<file path="config.mk">
export PLATFORM = sky130hd
export DESIGN_NAME = url_percent_decoder_top
export DESIGN_NICKNAME = d
export VERILOG_FILES = /design/src/design/udec_pkg.sv /design/src/design/udec_front.sv /design/src/design/udec_queue.sv /design/src/design/udec_back.sv /design/src/design/url_percent_decoder_top.sv
export SDC_FILE = /design/constraint.sdc
export NUM_CORES = 1
export LEC_CHECK = 0
export ABC_AREA = 1
export BUFFER_PORTS_ARGS = -buffer_cell sky130_fd_sc_hd__buf_2
export CORE_MARGIN = 5
export CORE_UTILIZATION = 61
export DETAILED_ROUTE_END_ITERATION = 16
export GPL_TIMING_DRIVEN = 0
export PLACE_DENSITY_LB_ADDON = 0.1
export SLEW_MARGIN = 20
export SYNTH_ARGS = -nofsm -noshare
export SYNTH_HDL_FRONTEND = slang
export SYNTH_SLANG_ARGS = --single-unit
</file>
<file path="constraint.sdc">
create_clock -name clk -period 5.55 [get_ports clk]
set_input_delay 0.555 -clock clk [delete_from_list [all_inputs] [get_ports clk]]
set_output_delay 0.555 -clock clk [all_outputs]
set_load 0.02 [all_outputs]
</file>
<file path="src/design/udec_pkg.sv">
`timescale 1ns / 1ps
`default_nettype none
// ----------------------------------------------------------------------------
// udec_pkg
// Shared types and constants of the percent decoder.
// ----------------------------------------------------------------------------
package udec_pkg;

  // character codes
  localparam logic [7:0] CH_PERCENT = 8'h25;
  localparam logic [7:0] CH_CR      = 8'h0D;
  localparam logic [7:0] CH_LF      = 8'h0A;
  localparam logic [7:0] CH_ZERO    = 8'h30;
  localparam logic [7:0] CH_NINE    = 8'h39;
  localparam logic [7:0] CH_UA      = 8'h41;
  localparam logic [7:0] CH_UF      = 8'h46;
  localparam logic [7:0] CH_LA      = 8'h61;
  localparam logic [7:0] CH_LF_HEX  = 8'h66;

  // most result bytes one item can cause
  localparam int RES_MAX = 3;
  // hex digits per escape
  localparam logic [1:0] MAX_DIGITS = 2'd2;

  // default depth of the record queue between front and back
  localparam int QUEUE_DEPTH_DEF = 2;

  // configuration port
  localparam int CFG_AW = 3;
  localparam logic CFG_WORD_FIX_RETURN = 1'b0;

  // one front-end record: the result bytes of one item
  typedef struct packed {
    logic [RES_MAX-1:0][7:0] bytes;
    logic [1:0]              last_idx;
    logic                    term;
  } udec_rec_t;

endpackage
`default_nettype wire

</file>
<file path="src/design/udec_front.sv">
`timescale 1ns / 1ps
`default_nettype none
// ----------------------------------------------------------------------------
// udec_front
// Accepts input items, tracks escape state and builds one result record.
// ----------------------------------------------------------------------------
module udec_front
  import udec_pkg::*;
(
  input  wire logic        clk,
  input  wire logic        rst_n,
  input  wire logic        fix_return_mode,
  input  wire logic        item_valid,
  input  wire logic [7:0]  char_in,
  input  wire logic        end_of_string,
  output      logic        rec_push,
  output      udec_rec_t   rec
);

  logic       in_escape_r, in_escape_nxt;
  logic [7:0] escape_value_r, escape_value_nxt;
  logic [1:0] digit_count_r, digit_count_nxt;
  logic       pending_return_r, pending_return_nxt;
  logic [1:0] cnt;

  // hex digit decode: {valid, value}
  function automatic logic [4:0] hex_val(input logic [7:0] c);
    logic [4:0] r;
    r = '0;
    if (c >= CH_ZERO && c <= CH_NINE) begin
      r = {1'b1, c[3:0]};
    end else if ((c >= CH_UA && c <= CH_UF) || (c >= CH_LA && c <= CH_LF_HEX)) begin
      r = {1'b1, c[3:0] + 4'd9};
    end
    return r;
  endfunction

  // next state and result bytes of one item
  always_comb begin
    logic [7:0] slot [4];
    logic [4:0] hv;
    logic       pr_t;
    slot[0] = '0;
    slot[1] = '0;
    slot[2] = '0;
    slot[3] = '0;
    cnt = '0;
    hv = hex_val(char_in);
    pr_t = pending_return_r;
    in_escape_nxt      = in_escape_r;
    escape_value_nxt   = escape_value_r;
    digit_count_nxt    = digit_count_r;
    pending_return_nxt = pending_return_r;
    if (end_of_string) begin
      // flush held cr, open escape, then terminator
      if (pending_return_r) begin
        slot[cnt] = CH_CR;
        cnt = cnt + 2'd1;
      end
      if (in_escape_r) begin
        slot[cnt] = escape_value_r;
        cnt = cnt + 2'd1;
      end
      slot[cnt] = 8'h00;
      cnt = cnt + 2'd1;
      in_escape_nxt      = 1'b0;
      escape_value_nxt   = '0;
      digit_count_nxt    = '0;
      pending_return_nxt = 1'b0;
    end else if (in_escape_r && (digit_count_r < MAX_DIGITS) && hv[4]) begin
      // another hex digit
      escape_value_nxt = {escape_value_r[3:0], hv[3:0]};
      digit_count_nxt  = digit_count_r + 2'd1;
    end else begin
      // close an open escape
      if (in_escape_r) begin
        if (escape_value_r == CH_CR && fix_return_mode) begin
          if (pr_t) begin
            slot[cnt] = CH_CR;
            cnt = cnt + 2'd1;
          end
          pr_t = 1'b1;
        end else begin
          if (pr_t && escape_value_r != CH_LF) begin
            slot[cnt] = CH_CR;
            cnt = cnt + 2'd1;
          end
          slot[cnt] = escape_value_r;
          cnt = cnt + 2'd1;
          pr_t = 1'b0;
        end
        in_escape_nxt = 1'b0;
      end
      // then the byte itself
      if (char_in == CH_PERCENT) begin
        in_escape_nxt    = 1'b1;
        escape_value_nxt = '0;
        digit_count_nxt  = '0;
      end else begin
        if (pr_t) begin
          slot[cnt] = CH_CR;
          cnt = cnt + 2'd1;
        end
        slot[cnt] = char_in;
        cnt = cnt + 2'd1;
        pr_t = 1'b0;
      end
      pending_return_nxt = pr_t;
    end
    rec.bytes[0] = slot[0];
    rec.bytes[1] = slot[1];
    rec.bytes[2] = slot[2];
    rec.last_idx = cnt - 2'd1;
    rec.term     = end_of_string;
  end

  assign rec_push = item_valid && (cnt != 2'd0);

  // escape state
  always_ff @(posedge clk) begin
    if (!rst_n) begin
      in_escape_r      <= 1'b0;
      escape_value_r   <= '0;
      digit_count_r    <= '0;
      pending_return_r <= 1'b0;
    end else if (item_valid) begin
      in_escape_r      <= in_escape_nxt;
      escape_value_r   <= escape_value_nxt;
      digit_count_r    <= digit_count_nxt;
      pending_return_r <= pending_return_nxt;
    end
  end

endmodule
`default_nettype wire

</file>
<file path="src/design/udec_queue.sv">
`timescale 1ns / 1ps
`default_nettype none
// ----------------------------------------------------------------------------
// udec_queue
// Short record queue between front and back end.
// ----------------------------------------------------------------------------
module udec_queue
  import udec_pkg::*;
#(
  parameter int DEPTH = QUEUE_DEPTH_DEF  // power of two, at least 2
) (
  input  wire logic      clk,
  input  wire logic      rst_n,
  input  wire logic      wr_en,
  input  wire udec_rec_t wr_rec,
  output      logic      full,
  input  wire logic      rd_en,
  output      logic      rd_valid,
  output      udec_rec_t rd_rec
);

  localparam int AW = $clog2(DEPTH);

  udec_rec_t   entry_r [DEPTH];
  logic [AW:0] wr_ptr_r, wr_ptr_nxt;
  logic [AW:0] rd_ptr_r, rd_ptr_nxt;

  assign full     = (wr_ptr_r[AW] != rd_ptr_r[AW]) && (wr_ptr_r[AW-1:0] == rd_ptr_r[AW-1:0]);
  assign rd_valid = (wr_ptr_r != rd_ptr_r);
  assign rd_rec   = entry_r[rd_ptr_r[AW-1:0]];

  assign wr_ptr_nxt = wr_ptr_r + {{AW{1'b0}}, 1'b1};
  assign rd_ptr_nxt = rd_ptr_r + {{AW{1'b0}}, 1'b1};

  // pointers
  always_ff @(posedge clk) begin
    if (!rst_n) begin
      wr_ptr_r <= '0;
      rd_ptr_r <= '0;
    end else begin
      if (wr_en) begin
        wr_ptr_r <= wr_ptr_nxt;
      end
      if (rd_en) begin
        rd_ptr_r <= rd_ptr_nxt;
      end
    end
  end

  // storage
  always_ff @(posedge clk) begin
    if (wr_en) begin
      entry_r[wr_ptr_r[AW-1:0]] <= wr_rec;
    end
  end

endmodule
`default_nettype wire

</file>
<file path="src/design/udec_back.sv">
`timescale 1ns / 1ps
`default_nettype none
// ----------------------------------------------------------------------------
// udec_back
// Takes records from the queue and hands out their bytes one per transfer.
// ----------------------------------------------------------------------------
module udec_back
  import udec_pkg::*;
(
  input  wire logic       clk,
  input  wire logic       rst_n,
  input  wire logic       q_valid,
  input  wire udec_rec_t  q_rec,
  output      logic       q_pop,
  output      logic       empty,
  input  wire logic       pop,
  output      logic [7:0] byte_out,
  output      logic       is_terminator
);

  logic      cur_valid_r;
  udec_rec_t cur_r;
  logic [1:0] idx_r, idx_nxt;
  logic       last;

  assign last    = (idx_r == cur_r.last_idx);
  assign q_pop   = q_valid && (!cur_valid_r || (pop && last));
  assign idx_nxt = idx_r + 2'd1;
  assign empty   = !cur_valid_r;

  // byte select from the current record
  always_comb begin
    unique case (idx_r)
      2'd0:    byte_out = cur_r.bytes[0];
      2'd1:    byte_out = cur_r.bytes[1];
      2'd2:    byte_out = cur_r.bytes[2];
      default: byte_out = '0;
    endcase
  end

  assign is_terminator = cur_r.term && last;

  // current record control
  always_ff @(posedge clk) begin
    if (!rst_n) begin
      cur_valid_r <= 1'b0;
      idx_r       <= '0;
    end else if (q_pop) begin
      cur_valid_r <= 1'b1;
      idx_r       <= '0;
    end else if (cur_valid_r && pop) begin
      if (last) begin
        cur_valid_r <= 1'b0;
      end else begin
        idx_r <= idx_nxt;
      end
    end
  end

  // current record payload
  always_ff @(posedge clk) begin
    if (q_pop) begin
      cur_r <= q_rec;
    end
  end

endmodule
`default_nettype wire

</file>
<file path="src/design/url_percent_decoder_top.sv">
`timescale 1ns / 1ps
`default_nettype none
// ----------------------------------------------------------------------------
// url_percent_decoder_top
// Percent-escape decoder for a byte stream with a queue interface.
// ----------------------------------------------------------------------------
// One input item (a byte or an end mark) is taken in each cycle while full is
// low; the front end settles escape and held-CR state in that cycle and turns
// the item into a record of zero to three result bytes. The back end hands
// out one result byte per cycle while results wait and pop is high, so an
// item yields one output transfer per result: 0 to 3, where an item that
// only adds a hex digit, opens an escape or holds back a CR yields none.
// The record queue (QUEUE_DEPTH entries) lets input run ahead of the output.
// fix_return_mode sits at byte address 0 and should only change while idle.
module url_percent_decoder_top
  import udec_pkg::*;
#(
  parameter int QUEUE_DEPTH = QUEUE_DEPTH_DEF
) (
  input  wire logic              clk,
  input  wire logic              rst_n,
  // input channel
  input  wire logic              push,
  output      logic              full,
  input  wire logic [7:0]        in_char_in,
  input  wire logic              in_end_of_string,
  // result channel
  output      logic              empty,
  input  wire logic              pop,
  output      logic [7:0]        out_byte_out,
  output      logic              out_is_terminator,
  // configuration
  input  wire logic              psel,
  input  wire logic              penable,
  input  wire logic              pwrite,
  input  wire logic [CFG_AW-1:0] paddr,
  input  wire logic [31:0]       pwdata,
  output      logic [31:0]       prdata,
  output      logic              pready
);

  logic      fix_return_r;
  logic      item_valid;
  logic      rec_push;
  udec_rec_t rec;
  logic      q_valid;
  logic      q_pop;
  udec_rec_t q_rec;
  logic      cfg_hit;

  // configuration register
  assign pready  = 1'b1;
  assign cfg_hit = (paddr[CFG_AW-1] == CFG_WORD_FIX_RETURN);
  assign prdata  = cfg_hit ? {31'b0, fix_return_r} : 32'b0;

  always_ff @(posedge clk) begin
    if (!rst_n) begin
      fix_return_r <= 1'b0;
    end else if (psel && penable && pwrite && pready && cfg_hit) begin
      fix_return_r <= pwdata[0];
    end
  end

  assign item_valid = push && !full;

  udec_front u_front (
    .clk             (clk),
    .rst_n           (rst_n),
    .fix_return_mode (fix_return_r),
    .item_valid      (item_valid),
    .char_in         (in_char_in),
    .end_of_string   (in_end_of_string),
    .rec_push        (rec_push),
    .rec             (rec)
  );

  udec_queue #(
    .DEPTH (QUEUE_DEPTH)
  ) u_queue (
    .clk      (clk),
    .rst_n    (rst_n),
    .wr_en    (rec_push),
    .wr_rec   (rec),
    .full     (full),
    .rd_en    (q_pop),
    .rd_valid (q_valid),
    .rd_rec   (q_rec)
  );

  udec_back u_back (
    .clk           (clk),
    .rst_n         (rst_n),
    .q_valid       (q_valid),
    .q_rec         (q_rec),
    .q_pop         (q_pop),
    .empty         (empty),
    .pop           (pop),
    .byte_out      (out_byte_out),
    .is_terminator (out_is_terminator)
  );

endmodule
`default_nettype wire

</file>
==> impl_metrics.env <==
export IMPL_hp_class="input port to register"
export IMPL_ant_nets=0
export IMPL_ioPinCount=95
export IMPL_drive_above_1_share_pct=19.3
export IMPL_routabilityCongestion=0.953
export IMPL_cap_viol_max_count=0
export IMPL_hpwl_mm=8.71
export IMPL_grt_pass1_wl_mm=18.2
export IMPL_synth_edf_count=81
export IMPL_antenna_found_initial=0
export IMPL_worstPathArrival_ns=3.54
export IMPL_dp_slack_ns=1.51
export IMPL_cts_resized=0
export IMPL_start_util_pct=61.9
export IMPL_clkTransAtPathRegs_ns=0.11
export IMPL_hold_buffers=0
export IMPL_ys_ff_latch=101
export IMPL_p_leak_uw=0.00276
export IMPL_maxSlewHeadroom_pct=33.7
export IMPL_cts_max_level=3
export IMPL_cts_tree="built"
export IMPL_dieArea_um2=10700
export IMPL_post_cts_buffers=0
export IMPL_slowest_delay_ns=0.58
export IMPL_yosys_warnings=0
export IMPL_first_iter_violations=202
export IMPL_layout_common_cells="197 x nand2_1, 81 x edfxtp_1, 47 x inv_1"
export IMPL_worst_pin_slew_ns=0.988
export IMPL_viasPerCell=5.08
export IMPL_synth_top_cell_area_share_pct=45.5
export IMPL_synthDistinctLibCells=40
export IMPL_wl_per_cell_um=14.3
export IMPL_final_setup_worst_slack_ns=1.99
export IMPL_endpoint_kind="register"
export IMPL_clk_latency_ns=0.36
export IMPL_finalHoldViolations=0
export IMPL_vias=3965
export IMPL_final_nets=733
export IMPL_drt_wl_total_mm=11.2
export IMPL_grt_overflow=0
export IMPL_drc=0
export IMPL_synth_flop_cell="edfxtp_1"
export IMPL_worstSetupPathType="input port to register"
export IMPL_portBuffers=29
export IMPL_synth_top_area_cell="edfxtp_1"
export IMPL_worst_setup_path_start_kind="input port"
export IMPL_fp_row_count=34
export IMPL_n_antenna_cell=0
export IMPL_critical_path_max_fanout=27
export IMPL_tns_ns=0
export IMPL_fmax_mhz=281
export IMPL_grt_usage_pct=21.2
export IMPL_path_buf_inv=5
export IMPL_slew_viol_final=0
export IMPL_clockBufferDepth=2
export IMPL_synth_area_leaders="edfxtp_1 45%, nand2_1 14%, dfxtp_1 7.5%"
export IMPL_finalCritPeriodShare_pct=64.2
export IMPL_async_flop_share_pct=0
export IMPL_post_synth_cell_area_avg_um2=8.94
export IMPL_clock_skew_ns=0.0171
export IMPL_drtPass1Iterations=5
export IMPL_die_y_um=104
export IMPL_rsz0062_at_grt="no"
export IMPL_irDropWorstVdd_uv=169
export IMPL_grt_pass1_vias=3676
export IMPL_layout_cells_most_common="nand2_1"
export IMPL_netlist_area_um2=5350
export IMPL_cp_slowest_cell="nor2_4"
export IMPL_grt_max_degree=31
export IMPL_clock_root_buffer="clkbuf_8"
export IMPL_path_delay_family="simple AND/OR/NAND/NOR gates"
export IMPL_clkSinkCount=101
export IMPL_synth_yosys_seq_area_share_pct=53.0
export IMPL_crit_top_cell="nand2_4"
export IMPL_synthCells=598
export IMPL_die_width_um=104
export IMPL_cts_buffers=9
export IMPL_pwr_density_cell_nw_per_um2=360
export IMPL_critPathRequiredTime_ns=5.53
export IMPL_core_region_area_um2=8640
export IMPL_n_fill_cell=703
export IMPL_path_cells="buf_2 > inv_1 > ha_1 > o21ai_2 > nand2_2 > nand2_4 > nand2_4 > nand2_4 > nand2_4 > inv_4 > nand2_1 > o21ai_0 > inv_1 > ha_1 > nor2_1 > inv_1 > nor2_4"
export IMPL_fin_crit_ns=3.56
export IMPL_setup_violations=0
export IMPL_run_status="finished clean"
export IMPL_area_growth_pct=11.5
-- cell type report --
cell class,instances,area (um2),share of cell area (%)
flip-flops and latches,101,2830,47.5
clock inverters,6,75.1,1.26
clock buffers,10,138,2.31
plain buffers,45,309,5.18
well taps,108,135,2.27
inverters,61,233,3.90
multi-input cells,421,2090,35.1
repair buffers,29,145,2.43
-- stage by stage --
step                total power [uW]  cells  hold slack (ns)  area (um2)  util [%]
floorplan                       1520    628            0.444        5460         -
global placement                1670    765            0.456        5740      66.5
detailed placement              1690    765            0.469        5750      66.6
CTS                             2160    781            0.440        5960      69.0
global route                    2290    781            0.443        5960      69.0
finish                          2150    781            0.455        5960      69.0
-- routing by layer --
layer	GRT usage (%)	vias up	routed length [um]	part of all wire (%)
li1	-	2018	-	-
met1	25.9	1789	4590	41
met2	35.8	128	5440	49
met3	4.29	30	625	5.6
met4	10.3	0	531	4.7
met5	0	-	0	0
-- where the power goes --
group / total, uW / internal (uW) / switching (uW)
logic: 559 / 166 / 393
clock network: 483 / 229 / 254
registers: 1100 / 1040 / 61.4
total: 2150 / 1440 / 709
-- cell families after synthesis --
group | Yosys count | share of synthesized area (%)
AOI/OAI and AO/OA | 67 | 7.11
xor gates and xnor gates | 5 | 0.819
adders and majority gates | 14 | 3.27
buffers and inverters | 106 | 10.1
DFF | 101 | 53.0
other | 2 | 0.140
and+or+nand+nor | 303 | 25.6
-- Yosys cell counts, drive strengths merged (2+ instances only) --
cell type / instances
inv: 59
a21oi: 30
buf: 38
conb: 2
nand4: 5
clkinv: 2
dfxtp: 20
o21ai: 31
nand3: 28
nor3: 9
clkbuf: 7
nor2: 44
ha: 14
o21a: 2
nand2: 215
xnor2: 3
xor2: 2
edfxtp: 81
-- path summary, 6_finish.rpt --
check,start,endpoint,slack (ns),cells past startpoint
worst max-delay path,in_char_in[1],u_queue.entry_r[0][26],1.99,17
worst min-delay path,pwdata[0],fix_return_r,0.45,2
worst max register to register,u_front.escape_value_r[0],u_queue.entry_r[1][24],2.11,14
worst min register to register,u_queue.rd_ptr_r[1],u_queue.rd_ptr_r[1],0.48,2
-- registers in the layout, summed over array words and instances, names as in the netlist --
name / flops
u_queue.entry_r: 54
u_queue.wr_ptr_r: 2
u_queue.rd_ptr_r: 2
fix_return_r: 1
u_front.in_escape_r: 1
u_front.digit_count_r: 2
u_back.idx_r: 2
u_front.escape_value_r: 8
u_back.cur_r: 27
u_front.pending_return_r: 1
u_back.cur_valid_r: 1
Note: power is estimated with default switching activity, not from simulation.
